File: src/bip_buffer_region_controller_assert.svh
// Assertion macros for the bip buffer region controller
`ifndef BIP_BUFFER_REGION_CONTROLLER_ASSERT_SVH
`define BIP_BUFFER_REGION_CONTROLLER_ASSERT_SVH

`ifndef SYNTHESIS

// same-cycle implication
`define BIPBRC_ASSERT_IMPL(label, clk, rst, ante, cons) \
   label: assert property (@(posedge clk) disable iff (rst) (ante) |-> (cons)) \
      else $error("bipbrc: same-cycle check failed");

// next-cycle implication
`define BIPBRC_ASSERT_NEXT(label, clk, rst, ante, cons) \
   label: assert property (@(posedge clk) disable iff (rst) (ante) |=> (cons)) \
      else $error("bipbrc: next-cycle check failed");

`else

`define BIPBRC_ASSERT_IMPL(label, clk, rst, ante, cons)

`define BIPBRC_ASSERT_NEXT(label, clk, rst, ante, cons)

`endif

`endif

File: src/bipbrc_pkg.sv
// Shared types and constants of the bip buffer region controller
`default_nettype none

package bipbrc_pkg;

   localparam int OP_W               = 3;
   localparam int SIZE_W             = 16;
   localparam int STATUS_W           = 2;
   localparam int OFFSET_OUT_W       = 16;
   localparam int CAP_W              = 16;
   localparam int OFFSET_BITS_DEFAULT = 16;
   localparam int CSR_ADDR_W         = 3;
   localparam int CSR_DATA_W         = 32;

   localparam logic [CAP_W-1:0] CAPACITY_RESET = 16'hFFFF;

   // register word index in the CSR space
   localparam logic REG_CAPACITY = 1'b0;

   typedef enum logic [OP_W-1:0] {
      OP_STAGE_READ  = 3'd0,
      OP_COMMIT_READ = 3'd1,
      OP_STAGE_WRITE = 3'd2,
      OP_COMMIT_WRITE = 3'd3,
      OP_CLEAR       = 3'd4
   } op_type;

   typedef enum logic [STATUS_W-1:0] {
      ST_OK      = 2'd0,
      ST_REFUSED = 2'd1,
      ST_MISUSE  = 2'd2
   } status_type;

   typedef enum logic [1:0] {
      S_IDLE = 2'b01,
      S_EXEC = 2'b10
   } state_type;

   // controller -> datapath
   typedef struct packed {
      logic capture;
      logic execute;
   } ctrl_cmd_type;

   // datapath -> controller
   typedef struct packed {
      logic rsp_free;
   } dp_stat_type;

endpackage

`default_nettype wire

File: src/bipbrc_if.sv
// Request and response channel interfaces
`default_nettype none

interface bipbrc_req_if;
   logic                            valid;
   logic                            ready;
   logic [bipbrc_pkg::OP_W-1:0]     op;
   logic [bipbrc_pkg::SIZE_W-1:0]   size;

   modport source (output valid, output op, output size, input ready);
   modport sink   (input valid, input op, input size, output ready);
endinterface

interface bipbrc_rsp_if;
   logic                                valid;
   logic                                ready;
   logic [bipbrc_pkg::STATUS_W-1:0]     status;
   logic [bipbrc_pkg::OFFSET_OUT_W-1:0] offset;

   modport source (output valid, output status, output offset, input ready);
   modport sink   (input valid, input status, input offset, output ready);
endinterface

`default_nettype wire

File: src/bipbrc_ctrl.sv
// Transaction sequencer: take request, then evaluate once the response slot is free
`default_nettype none

module bipbrc_ctrl (
   input  wire                      clock,
   input  wire                      reset,
   input  wire                      req_valid,
   output logic                     req_ready,
   input  bipbrc_pkg::dp_stat_type  status,
   output bipbrc_pkg::ctrl_cmd_type cmd
);
   import bipbrc_pkg::*;

   state_type state_ff, state_in;

   always_comb begin
      state_in    = state_ff;
      req_ready   = 1'b0;
      cmd.capture = 1'b0;
      cmd.execute = 1'b0;
      unique case (state_ff)
         S_IDLE: begin
            // nothing is taken while reset is held
            req_ready = ~reset;
            if (req_valid && req_ready) begin
               cmd.capture = 1'b1;
               state_in    = S_EXEC;
            end
         end
         S_EXEC: begin
            // hold here while the previous response is still unclaimed
            if (status.rsp_free) begin
               cmd.execute = 1'b1;
               state_in    = S_IDLE;
            end
         end
         default: begin
            state_in = S_IDLE;
         end
      endcase
   end

   always_ff @(posedge clock) begin
      if (reset) begin
         state_ff <= S_IDLE;
      end else begin
         state_ff <= state_in;
      end
   end

endmodule

`default_nettype wire

File: src/bipbrc_datapath.sv
// Region pointers, pending sizes, op evaluation and response register
`default_nettype none

`include "bip_buffer_region_controller_assert.svh"

module bipbrc_datapath #(
   parameter int OFFSET_BITS = bipbrc_pkg::OFFSET_BITS_DEFAULT
) (
   input  wire                                  clock,
   input  wire                                  reset,
   input  bipbrc_pkg::ctrl_cmd_type             cmd,
   output bipbrc_pkg::dp_stat_type              status,
   input  wire [bipbrc_pkg::OP_W-1:0]           req_op,
   input  wire [bipbrc_pkg::SIZE_W-1:0]         req_size,
   input  wire [bipbrc_pkg::CAP_W-1:0]          capacity,
   output logic                                 rsp_valid,
   input  wire                                  rsp_ready,
   output logic [bipbrc_pkg::STATUS_W-1:0]      rsp_status,
   output logic [bipbrc_pkg::OFFSET_OUT_W-1:0]  rsp_offset
);
   import bipbrc_pkg::*;

   localparam int PW = OFFSET_BITS;
   // compare width: wide enough for any pointer, size or capacity, plus a carry
   localparam int CW = ((PW > SIZE_W) ? PW : SIZE_W) + 1;

   // latched request
   op_type              op_ff;
   logic [SIZE_W-1:0]   size_ff;

   // region state
   logic [PW-1:0]       beg0_ff, beg0_in, beg1_ff, beg1_in;
   logic [PW-1:0]       end0_ff, end0_in, end1_ff, end1_in;
   logic                rd_sel_ff, rd_sel_in;
   logic                wr_sel_ff, wr_sel_in;
   logic [SIZE_W-1:0]   rd_pend_ff, rd_pend_in;
   logic [SIZE_W-1:0]   wr_pend_ff, wr_pend_in;

   // response
   logic                rsp_valid_ff, rsp_valid_in;
   status_type          rsp_status_ff;
   logic [OFFSET_OUT_W-1:0] rsp_offset_ff;

   status_type          status_c;
   logic [CW-1:0]       off_c;

   logic [PW-1:0]       b_r, e_r, e_w, e_nx;
   logic [CW-1:0]       b_rx, e_rx, e_wx, e_nxx, size_x, cap_x, cap_raw_x, mask_x;
   logic [CW-1:0]       avail_x, e_minus_b, cap_minus_we, avail_minus_we;
   logic [CW-1:0]       beg_sum, end_sum;
   logic                size_nz, rd_pend_nz, wr_pend_nz;

   // operand selection and extension
   always_comb begin
      b_r  = rd_sel_ff ? beg1_ff : beg0_ff;
      e_r  = rd_sel_ff ? end1_ff : end0_ff;
      e_nx = rd_sel_ff ? end0_ff : end1_ff;
      e_w  = wr_sel_ff ? end1_ff : end0_ff;

      b_rx      = {{(CW-PW){1'b0}}, b_r};
      e_rx      = {{(CW-PW){1'b0}}, e_r};
      e_nxx     = {{(CW-PW){1'b0}}, e_nx};
      e_wx      = {{(CW-PW){1'b0}}, e_w};
      size_x    = {{(CW-SIZE_W){1'b0}}, size_ff};
      cap_raw_x = {{(CW-CAP_W){1'b0}}, capacity};
      mask_x    = {{(CW-PW){1'b0}}, {PW{1'b1}}};
      cap_x     = (cap_raw_x < mask_x) ? cap_raw_x : mask_x;

      avail_x        = (b_r == e_r) ? cap_x : b_rx;
      e_minus_b      = e_rx - b_rx;
      cap_minus_we   = cap_x - e_wx;
      avail_minus_we = avail_x - e_wx;
      beg_sum        = b_rx + size_x;
      end_sum        = e_wx + size_x;

      size_nz    = (size_ff != '0);
      rd_pend_nz = (rd_pend_ff != '0);
      wr_pend_nz = (wr_pend_ff != '0);
   end

   // op evaluation
   always_comb begin
      beg0_in    = beg0_ff;
      beg1_in    = beg1_ff;
      end0_in    = end0_ff;
      end1_in    = end1_ff;
      rd_sel_in  = rd_sel_ff;
      wr_sel_in  = wr_sel_ff;
      rd_pend_in = rd_pend_ff;
      wr_pend_in = wr_pend_ff;
      status_c   = ST_MISUSE;
      off_c      = '0;
      case (op_ff)
         OP_STAGE_READ: begin
            if (size_nz && !rd_pend_nz) begin
               if (b_r != e_r) begin
                  if ((b_rx > e_rx) || (e_minus_b < size_x)) begin
                     status_c = ST_REFUSED;
                  end else begin
                     rd_pend_in = size_ff;
                     off_c      = b_rx;
                     status_c   = ST_OK;
                  end
               end else if ((rd_sel_ff == wr_sel_ff) || (e_nxx < size_x)) begin
                  status_c = ST_REFUSED;
               end else begin
                  // current region drained: follow the writer into the other one
                  if (rd_sel_ff) begin
                     beg0_in = '0;
                  end else begin
                     beg1_in = '0;
                  end
                  rd_sel_in  = ~rd_sel_ff;
                  rd_pend_in = size_ff;
                  status_c   = ST_OK;
               end
            end
         end
         OP_COMMIT_READ: begin
            if (size_nz && rd_pend_nz && (size_ff <= rd_pend_ff)) begin
               if (rd_sel_ff) begin
                  beg1_in = beg_sum[PW-1:0];
               end else begin
                  beg0_in = beg_sum[PW-1:0];
               end
               rd_pend_in = '0;
               status_c   = ST_OK;
            end
         end
         OP_STAGE_WRITE: begin
            if (size_nz && !wr_pend_nz) begin
               if (rd_sel_ff == wr_sel_ff) begin
                  if ((e_wx <= cap_x) && (cap_minus_we >= size_x)) begin
                     wr_pend_in = size_ff;
                     off_c      = e_wx;
                     status_c   = ST_OK;
                  end else if (avail_x < size_x) begin
                     status_c = ST_REFUSED;
                  end else begin
                     // no room at the tail: wrap into the other region at zero
                     if (wr_sel_ff) begin
                        end0_in = '0;
                     end else begin
                        end1_in = '0;
                     end
                     wr_sel_in  = ~wr_sel_ff;
                     wr_pend_in = size_ff;
                     status_c   = ST_OK;
                  end
               end else if ((avail_x < e_wx) || (avail_minus_we < size_x)) begin
                  status_c = ST_REFUSED;
               end else begin
                  wr_pend_in = size_ff;
                  off_c      = e_wx;
                  status_c   = ST_OK;
               end
            end
         end
         OP_COMMIT_WRITE: begin
            if (size_nz && wr_pend_nz && (size_ff <= wr_pend_ff)) begin
               if (wr_sel_ff) begin
                  end1_in = end_sum[PW-1:0];
               end else begin
                  end0_in = end_sum[PW-1:0];
               end
               wr_pend_in = '0;
               status_c   = ST_OK;
            end
         end
         OP_CLEAR: begin
            beg0_in    = '0;
            beg1_in    = '0;
            end0_in    = '0;
            end1_in    = '0;
            rd_sel_in  = 1'b0;
            wr_sel_in  = 1'b0;
            rd_pend_in = '0;
            wr_pend_in = '0;
            status_c   = ST_OK;
         end
         default: begin
            status_c = ST_MISUSE;
         end
      endcase
   end

   assign rsp_valid_in    = cmd.execute | (rsp_valid_ff & ~rsp_ready);
   assign status.rsp_free = ~rsp_valid_ff | rsp_ready;

   always_ff @(posedge clock) begin
      if (cmd.capture) begin
         op_ff   <= op_type'(req_op);
         size_ff <= req_size;
      end
      if (cmd.execute) begin
         rsp_status_ff <= status_c;
         rsp_offset_ff <= off_c[OFFSET_OUT_W-1:0];
      end
   end

   always_ff @(posedge clock) begin
      if (reset) begin
         beg0_ff      <= '0;
         beg1_ff      <= '0;
         end0_ff      <= '0;
         end1_ff      <= '0;
         rd_sel_ff    <= 1'b0;
         wr_sel_ff    <= 1'b0;
         rd_pend_ff   <= '0;
         wr_pend_ff   <= '0;
         rsp_valid_ff <= 1'b0;
      end else begin
         rsp_valid_ff <= rsp_valid_in;
         if (cmd.execute) begin
            beg0_ff    <= beg0_in;
            beg1_ff    <= beg1_in;
            end0_ff    <= end0_in;
            end1_ff    <= end1_in;
            rd_sel_ff  <= rd_sel_in;
            wr_sel_ff  <= wr_sel_in;
            rd_pend_ff <= rd_pend_in;
            wr_pend_ff <= wr_pend_in;
         end
      end
   end

   assign rsp_valid  = rsp_valid_ff;
   assign rsp_status = rsp_status_ff;
   assign rsp_offset = rsp_offset_ff;

   `BIPBRC_ASSERT_NEXT(a_reject_keeps_state, clock, reset, cmd.execute && (status_c != ST_OK), $stable(beg0_ff) && $stable(beg1_ff) && $stable(end0_ff) && $stable(end1_ff) && $stable(rd_sel_ff) && $stable(wr_sel_ff) && $stable(rd_pend_ff) && $stable(wr_pend_ff))
   `BIPBRC_ASSERT_NEXT(a_read_grant_pends, clock, reset, cmd.execute && (op_ff == OP_STAGE_READ) && (status_c == ST_OK), rd_pend_ff != '0)
   `BIPBRC_ASSERT_NEXT(a_region_sel_quiet, clock, reset, !cmd.execute, $stable(rd_sel_ff) && $stable(wr_sel_ff))
   `BIPBRC_ASSERT_IMPL(a_no_offset_unless_ok, clock, reset, rsp_valid_ff && (rsp_status_ff != ST_OK), rsp_offset_ff == '0)

endmodule

`default_nettype wire

File: src/bip_buffer_region_controller.sv
// Top level of the bip buffer region controller
//
//  channel | direction | handshake          | payload
//  --------+-----------+--------------------+-------------------------------
//  req     | in        | valid / ready      | op[2:0], size[15:0]
//  rsp     | out       | valid / ready      | status[1:0], offset[15:0]
//  csr     | in        | APB psel / penable | capacity at word 0 (16 bit)
//
// Each transaction first captures the request, then evaluates
// it against the region pointers and loads the response register.
// The next request is taken in the cycle after evaluation, while the response
// may still be waiting; a full response register holds evaluation back.
// Reset (synchronous) empties both regions, selects region 0, sets capacity to 65535.
// APB writes complete without wait states, with pready tied high.
`default_nettype none

module bip_buffer_region_controller #(
   parameter int OFFSET_BITS = bipbrc_pkg::OFFSET_BITS_DEFAULT
) (
   input  wire                                  clock,
   input  wire                                  reset,
   bipbrc_req_if.sink                           req,
   bipbrc_rsp_if.source                         rsp,
   input  wire                                  psel,
   input  wire                                  penable,
   input  wire                                  pwrite,
   input  wire [bipbrc_pkg::CSR_ADDR_W-1:0]     paddr,
   input  wire [bipbrc_pkg::CSR_DATA_W-1:0]     pwdata,
   output logic [bipbrc_pkg::CSR_DATA_W-1:0]    prdata,
   output logic                                 pready
);
   import bipbrc_pkg::*;

   ctrl_cmd_type      cmd;
   dp_stat_type       dp_stat;
   logic [CAP_W-1:0]  capacity_ff, capacity_in;
   logic              csr_wr;

   // Configuration: only the access phase of a write counts; byte-lane
   // bits of the address are ignored, paddr[2] picks the word.
   assign pready = 1'b1;
   assign csr_wr = psel & penable & pwrite & pready;

   always_comb begin
      capacity_in = capacity_ff;
      if (csr_wr && (paddr[2] == REG_CAPACITY)) begin
         capacity_in = pwdata[CAP_W-1:0];
      end
   end

   always_ff @(posedge clock) begin
      if (reset) begin
         capacity_ff <= CAPACITY_RESET;
      end else begin
         capacity_ff <= capacity_in;
      end
   end

   // unmapped words read as zero
   assign prdata = (paddr[2] == REG_CAPACITY)
                 ? {{(CSR_DATA_W-CAP_W){1'b0}}, capacity_ff}
                 : '0;

   // Sequencer: capture, then evaluate when the response slot frees up
   bipbrc_ctrl u_ctrl (
      .clock     (clock),
      .reset     (reset),
      .req_valid (req.valid),
      .req_ready (req.ready),
      .status    (dp_stat),
      .cmd       (cmd)
   );

   // Pointer state and response register
   bipbrc_datapath #(
      .OFFSET_BITS (OFFSET_BITS)
   ) u_datapath (
      .clock      (clock),
      .reset      (reset),
      .cmd        (cmd),
      .status     (dp_stat),
      .req_op     (req.op),
      .req_size   (req.size),
      .capacity   (capacity_ff),
      .rsp_valid  (rsp.valid),
      .rsp_ready  (rsp.ready),
      .rsp_status (rsp.status),
      .rsp_offset (rsp.offset)
   );

endmodule

`default_nettype wire

File: src/flat_wrapper.sv
// flat-port wrapper written by rule: the top's interface ports become plain ports
module bip_buffer_region_controller_flat import bipbrc_pkg::*;
#(
   parameter int OFFSET_BITS = bipbrc_pkg::OFFSET_BITS_DEFAULT
)
  (clock, reset, psel, penable, pwrite, paddr, pwdata, prdata, pready, req_valid, req_op, req_size, req_ready, rsp_valid, rsp_status, rsp_offset, rsp_ready);
  bipbrc_req_if req_i ();
  bipbrc_rsp_if rsp_i ();
  input  wire clock;
  input  wire reset;
  input  wire psel;
  input  wire penable;
  input  wire pwrite;
  input  wire [bipbrc_pkg::CSR_ADDR_W-1:0] paddr;
  input  wire [bipbrc_pkg::CSR_DATA_W-1:0] pwdata;
  output logic [bipbrc_pkg::CSR_DATA_W-1:0] prdata;
  output logic pready;
  input wire logic [$bits(req_i.valid)-1:0] req_valid;
  input wire logic [$bits(req_i.op)-1:0] req_op;
  input wire logic [$bits(req_i.size)-1:0] req_size;
  output wire logic [$bits(req_i.ready)-1:0] req_ready;
  output wire logic [$bits(rsp_i.valid)-1:0] rsp_valid;
  output wire logic [$bits(rsp_i.status)-1:0] rsp_status;
  output wire logic [$bits(rsp_i.offset)-1:0] rsp_offset;
  input wire logic [$bits(rsp_i.ready)-1:0] rsp_ready;
  assign req_i.valid = req_valid;
  assign req_i.op = req_op;
  assign req_i.size = req_size;
  assign req_ready = req_i.ready;
  assign rsp_valid = rsp_i.valid;
  assign rsp_status = rsp_i.status;
  assign rsp_offset = rsp_i.offset;
  assign rsp_i.ready = rsp_ready;
  bip_buffer_region_controller #(.OFFSET_BITS(OFFSET_BITS)) u_core (.clock(clock), .reset(reset), .req(req_i), .rsp(rsp_i), .psel(psel), .penable(penable), .pwrite(pwrite), .paddr(paddr), .pwdata(pwdata), .prdata(prdata), .pready(pready));
endmodule
File: config.mk
export PLATFORM = sky130hd
export DESIGN_NAME = bip_buffer_region_controller_flat
export DESIGN_NICKNAME = d
export VERILOG_FILES = /design/src/bipbrc_pkg.sv /design/src/bipbrc_if.sv /design/src/bipbrc_ctrl.sv /design/src/bipbrc_datapath.sv /design/src/bip_buffer_region_controller.sv /design/src/flat_wrapper.sv
export VERILOG_INCLUDE_DIRS = /design/src /design/src/src
export SDC_FILE = /design/constraint.sdc
export NUM_CORES = 1
export LEC_CHECK = 0
export BUFFER_PORTS_ARGS = -buffer_cell sky130_fd_sc_hd__buf_2
export CAP_MARGIN = 5
export CORE_ASPECT_RATIO = 0.75
export CORE_MARGIN = 5
export CORE_UTILIZATION = 60
export CTS_BUF_LIST = sky130_fd_sc_hd__clkbuf_4 sky130_fd_sc_hd__clkbuf_8
export DETAILED_ROUTE_END_ITERATION = 8
export PLACE_DENSITY = 0.84
export SLEW_MARGIN = 25
export SYNTH_ARGS = -nofsm -noshare
export SYNTH_HDL_FRONTEND = slang
export SYNTH_SLANG_ARGS = --single-unit
export TNS_END_PERCENT = 50
File: constraint.sdc
create_clock -name clock -period 7 [get_ports clock]
set_input_delay 0.7 -clock clock [delete_from_list [all_inputs] [get_ports clock]]
set_output_delay 0.7 -clock clock [all_outputs]
set_load 0.005 [all_outputs]
Yosys cells after proc, flatten, opt, wreduce, memory -nomap -nowiden
Index checks and enable logic that the tools add are counted.

Input port bits: 61. Register bits: 154.

Eq/ne operators: 32. Bitwise gates (word level): 11. Add/sub/neg operators: 5. Reduce and logical (&&, ||, !) cells: 31. Mux-type cells: 87. Magnitude comparators: 11.

Operator list (count): 2-to-1 mux 16 bit (51); one-hot mux 16 bit (3 select lines) (6); subtractor 16 x 16 -> 17 bit (3); less-or-equal comparator 16 bit (3); less-than comparator 16 bit (3); nonzero test 16 bit (3); != test 2 bit (second input constant) (18); less-than comparator 17 x 16 -> 1 bit (2); adder 16 bit (2); one-hot mux 16 bit (2 select lines) (1); AND reduction 6 bit (3); AND reduction 9 bit (2); >= comparator 17 x 16 -> 1 bit (1); 2-to-1 mux 1 bit (17); == test 16 bit (1); greater-than comparator 16 bit (1); less-than comparator 16 bit (second input constant) (1); 2-to-1 mux 2 bit (8); != test 16 bit (1); AND reduction 8 bit (2); one-hot mux 2 bit (5 select lines) (1); logical AND 1 bit (9); != test 3 bit (second input constant) (3); == test 3 x 2 -> 1 bit (second input constant) (2); 19 further kinds (33).

Depth between registers and ports, before layout
Depth in word-level cells: 10. Mapped depth: 31.

Hierarchy
Synthesis repeated with hierarchy kept, for this count alone.

Cells, all modules: 1565. Area total of the unflattened synthesis: 13636.8 um^2.

Modules (own cells, without submodules): bipbrc_datapath (instances 1, area each 12624.6 um^2, sequential area each 3093.0 um^2, cells each 1450); bip_buffer_region_controller (instances 1, area each 907.1 um^2, sequential area each 320.3 um^2, cells each 106); bipbrc_ctrl (instances 1, area each 105.1 um^2, sequential area each 40.0 um^2, cells each 9).

Worst setup path before layout
OpenSTA, ideal clock, no wires.

Kind: reg2reg. Start point: reg u_core.u_datapath.rd_sel_ff. End point: reg u_core.u_datapath.rsp_offset_ff[10], in the netlist u_core.u_datapath.rsp_offset[10] (data pin). Cell stages (with the launch flop): 30. Path buffers: 5. Arrival time: 5989 ps. Path slack: 741 ps. Cell sequence: dfxtp_1 > buf_1 > buf_1 > clkbuf_1 > o21ai_0 > ha_1 > nand3_1 > nor2_2 > nand4_2 > clkbuf_1 > o21ai_0 > ha_1 > inv_1 > fa_1 > a211oi_2 > nor2_1 > o41a_1 > o21ai_0 > nand2b_1 > a21oi_1 > xnor2_1 > ha_1 > a211oi_1 > o21ai_0 > o2111ai_1 > a41o_1 > o32ai_1 > nand2_2 > buf_2 > o22ai_1.

Word-level cells in the longest chain between the ends: 10. Elaborated cells on any way between the ends: 21.

RTL lines: start: declaration (line bipbrc_datapath.sv:34) `logic rd_sel_ff, rd_sel_in;`; start signal: assignment (line bipbrc_datapath.sv:219) `rd_sel_ff <= rd_sel_in;`; 2-to-1 mux 16 bit (on tied branches) (line bipbrc_datapath.sv:55, bipbrc_datapath.sv:56); == test 16 bit (line bipbrc_datapath.sv:69) `avail_x = (b_r == e_r) ? cap_x : b_rx;`; 2-to-1 mux 16 bit (line bipbrc_datapath.sv:69); subtractor 16 x 16 -> 17 bit (line bipbrc_datapath.sv:72) `avail_minus_we = avail_x - e_wx;`; less-than comparator 17 x 16 -> 1 bit (line bipbrc_datapath.sv:150) `end else if ((avail_x < e_wx) || (avail_minus_we < size_x)) begin`; logical OR 1 bit (line bipbrc_datapath.sv:150); 2-to-1 mux 16 bit (line bipbrc_datapath.sv:150); 2-to-1 mux 16 bit (line bipbrc_datapath.sv:132) `if (rd_sel_ff == wr_sel_ff) begin`; 2-to-1 mux 16 bit (line bipbrc_datapath.sv:131) `if (size_nz && !wr_pend_nz) begin`; one-hot mux 16 bit (2 select lines) (*) (line bipbrc_datapath.sv:93) `case (op_ff)`; net u_core.u_datapath.off_c[10] (line bipbrc_datapath.sv:45) `logic [CW-1:0] off_c;`; end signal: assignment (line bipbrc_datapath.sv:197) `rsp_offset_ff <= off_c[OFFSET_OUT_W-1:0];`; end: declaration (line bipbrc_datapath.sv:42) `logic [OFFSET_OUT_W-1:0] rsp_offset_ff;`.

Mark *: on every way through the listed nets, which the timed path passes. The rest lies on a longest branch. A chain may end at the register's enable or synchronous reset.

Worst setup path after layout
Start point: reg u_core.u_datapath.rd_sel_ff. End point: reg u_core.u_datapath.rsp_offset_ff[5], in the netlist u_core.u_datapath.rsp_offset[5] (data pin).

The elaborated chain is that of the path after synthesis.

==> flow_summary.ini <==
[sta]
slew_headroom = 0.246
drv_slew = 0
clock_skew_ps = 13.6
setup-violations-final = 0
finalHoldViolations = 0
share_of_the_cycle_needed_by_the_critical_path_after_routing = 0.967
timing.setup.tns_ps = 0
grt_setup_unrepaired = no
fmax_mhz = 148
period_needed_ps = 6770
tightest_slew_ps = 1130

[logic_synthesis]
yosysTopAreaCellShare = 0.172
yosys_warnings = 0
netlist_area_um2 = 13600
synth.top_cells.by_area = dfxtp_1 (17%), ha_1 (17%), edfxtp_1 (8.1%)
synthCells = 1626
post_synthesis_sequential_area_ratio = 0.253
synth_cell_types = 97
ys_dominant_reg_cell = dfxtp_1
synth-seq-cells = 154
biggest_area_consumer_among_synthesized_cells = dfxtp_1
synth_edf_count = 37
async_flop_share = 0
mean_cell_area_of_the_mapped_netlist_um2 = 8.39

[global_routing]
grt-ovfl-total = 0
grt_first_pass_wirelength_um = 66000
grt_use_total = 0.322
first_global_vias = 11891
grt_start_max_net_pins = 57
antenna_found_initial = 0

[die]
die_x_um = 184
die_area_um2 = 25900
initial_utilization = 0.614
floorplan.die.height_um = 141
num_rows = 47
num_io_pins = 114
placeable_core_area_um2 = 22200

[worst_setup_path]
critPathMaxFanout = 26
arrival_ps = 7080
crit_type = reg2reg
worstReg2RegStart = u_core.u_datapath.rd_sel_ff
worstSetupEndpointType = flip-flop
critPathLaunchType = flip-flop
worst_r2r_endpoint = u_core.u_datapath.rsp_offset[5]
reg2reg_slack_ps = 230
critical_path.startpoint = u_core.u_datapath.rd_sel_ff
reg2regPathDepth = 26
required_ps = 7320

[clock_network]
post_cts_hold_buffer_count = 0
clock_insertion_delay_worst_skew_ps = 500
clockRootBuffer = clkbuf_8
buffer_levels_on_the_longest_clock_path = 2
tritoncts.num_buffers = 17
path_clk_slew_ps = 100
postCtsSetupRepairBufs = 0
cts-htree-levels = 4
cts_tree = yes
clk_sink_count = 154
post_cts_resized = 0

[finish]
diode_insertion_count_for_antenna_repair = 0
share_of_final_layout_standard_cells_stronger_than_drive_strength_1 = 0.129
final_area_um2 = 14600
n_fill_cell = 1873
fin_cells = 1985
area.growth.synth_to_final_pct = 7.03
fin_nets = 1930

[placement]
count_of_input_and_output_buffers = 78
gp_congestion = 0.985
placed_area_um2 = 14200
dp_hpwl_um = 33000
place.detailed.instances = 1953

[min_path]
hold_path_depth = 1
min-delay-path-class = in2reg
hold_path_startpoint = req_size[5]
min_delay_worst_endpoint = u_core.u_datapath.size_ff[5]

[route]
detail_route.vias_per_cell = 6.54
final_antenna_net_count = 0
routed-via-count = 12987
drc = 0
initialDrtViolationCount = 1324
detail_route.wirelength_um = 42900
detailedRoute.firstPassIterationCount = 6
routedWlPerCell_um = 21.6

[power]
report.power.total_mw = 1.94
ir_drop_mv = 0.120
static-leakage-power_nw = 6.24
power-per-cell-area_nw_per_um2 = 133

[run]
cap_violations = 0

[run_status]
result_of_the_run = finished clean
## kinds of logic after synthesis
logic type                 synth area share
muxes                                0.0626
xor gates and xnor gates             0.0398
other                              0.000550
DFF                                   0.253
AOI/OAI and AO/OA                     0.224
adders and majority gates             0.178
buffers and inverters                0.0651
and+or+nand+nor                       0.177
## cells in the final DEF (no fill, tap or decap), types with 17 or more instances in the layout
cell type / synthesis / layout
edfxtp_1: 37 / 37
ha_1: 186 / 186
conb_1: 2 / 17
xnor2_1: 45 / 45
nor2b_1: 33 / 33
clkbuf_8: 0 / 17
nor3_1: 38 / 38
o21ai_0: 91 / 91
nand3_1: 77 / 77
nand2_1: 143 / 143
mux2_2: 27 / 27
a21oi_1: 125 / 125
dfxtp_1: 117 / 116
o22ai_1: 21 / 21
buf_4: 19 / 30
nand4_1: 19 / 19
buf_2: 3 / 78
inv_1: 104 / 104
mux2i_1: 55 / 55
nor2_1: 91 / 91
a21o_1: 37 / 37
xor2_1: 17 / 17
## area by class of cell
class | count | area [µm²] | share of cell area
Multi-Input combinational cell | 1292 | 9360 | 0.641
Sequential cell | 154 | 3450 | 0.237
Tap cell | 294 | 368 | 0.0252
Clock buffer | 17 | 234 | 0.0160
Timing Repair Buffer | 109 | 636 | 0.0435
Inverter | 104 | 390 | 0.0267
Clock inverter | 15 | 163 | 0.0111
## synthesized netlist by cell type, drive strengths merged, types with 18 or more instances
library cell    n
a211oi         18
a21o           37
a21oi         128
a31o           18
buf            36
clkbuf         55
dfxtp         117
edfxtp         37
ha            186
inv           104
mux2           27
mux2i          55
nand2         144
nand3          78
nand4          20
nor2           92
nor2b          33
nor3           38
o21ai         106
o22ai          21
xnor2          45
## worst max path at each step
stage	to	slack [ps]	depth (start not counted)
final	u_core.u_datapath.rsp_offset[5]	230	26
after CTS	u_core.u_datapath.rsp_offset[5]	490	26
after global placement	u_core.u_datapath.rsp_offset[1]	740	28
after floorplan	u_core.u_datapath.rsp_offset[10]	740	29
after detailed placement	u_core.u_datapath.rsp_offset[8]	610	27
after global routing	u_core.u_datapath.rsp_offset[5]	2	26
## layer usage
metal	vias up	global-route usage	wire length, µm
met2	822	0.449	17100
met1	6029	0.466	18800
li1	6030	-	-
met5	-	0.0133	44
met4	2	0.102	1370
met3	104	0.108	5570
## power by group
part	internal (mW)	leakage, nW	switching, mW	total (mW)
Clock	0.295	0.188	0.413	0.708
Combinational	0.107	4.79	0.179	0.286
Sequential	0.921	1.26	0.0229	0.943
## flip-flops by register name, indices dropped and copies added, names as in the netlist, 3 cells and up
| name | flops |
|---|---|
| u_core.u_datapath.op_ff | 3 |
| u_core.u_datapath.wr_pend_ff | 16 |
| u_core.u_datapath.size_ff | 16 |
| u_core.u_datapath.end1_ff | 16 |
| u_core.capacity_ff | 16 |
| u_core.u_datapath.rsp_offset | 16 |
| u_core.u_datapath.rd_pend_ff | 16 |
| u_core.u_datapath.end0_ff | 16 |
| u_core.u_datapath.beg0_ff | 16 |
| u_core.u_datapath.beg1_ff | 16 |
## metrics by stage
stage	utilization	setup WS (ps)	hold WS [ps]
2_1_floorplan	-	741	434
3_3_place_gp	0.639	739	445
3_5_place_dp	0.639	610	457
4_1_cts	0.657	494	345
5_1_grt	0.657	1.63	355
6_report	0.657	234	365
## worst max-delay path, cell delays in order (launching register included)
cell	delay, ps
dfxtp_2	370
buf_12	200
mux2i_1	450
inv_1	240
ha_1	360
nand3_1	80
nor2_1	270
nand4_2	170
o21ai_0	390
ha_1	250
inv_1	60
fa_1	440
a211oi_2	250
nor2_1	110
o41a_1	430
a21oi_1	280
o21bai_1	90
a21oi_1	180
xnor2_1	90
ha_1	310
nand4_1	100
nor2_1	120
o21ai_0	100
a41o_1	280
o32ai_1	250
nand2_2	380
o22ai_1	290
Power figures use the tool's default switching activity.
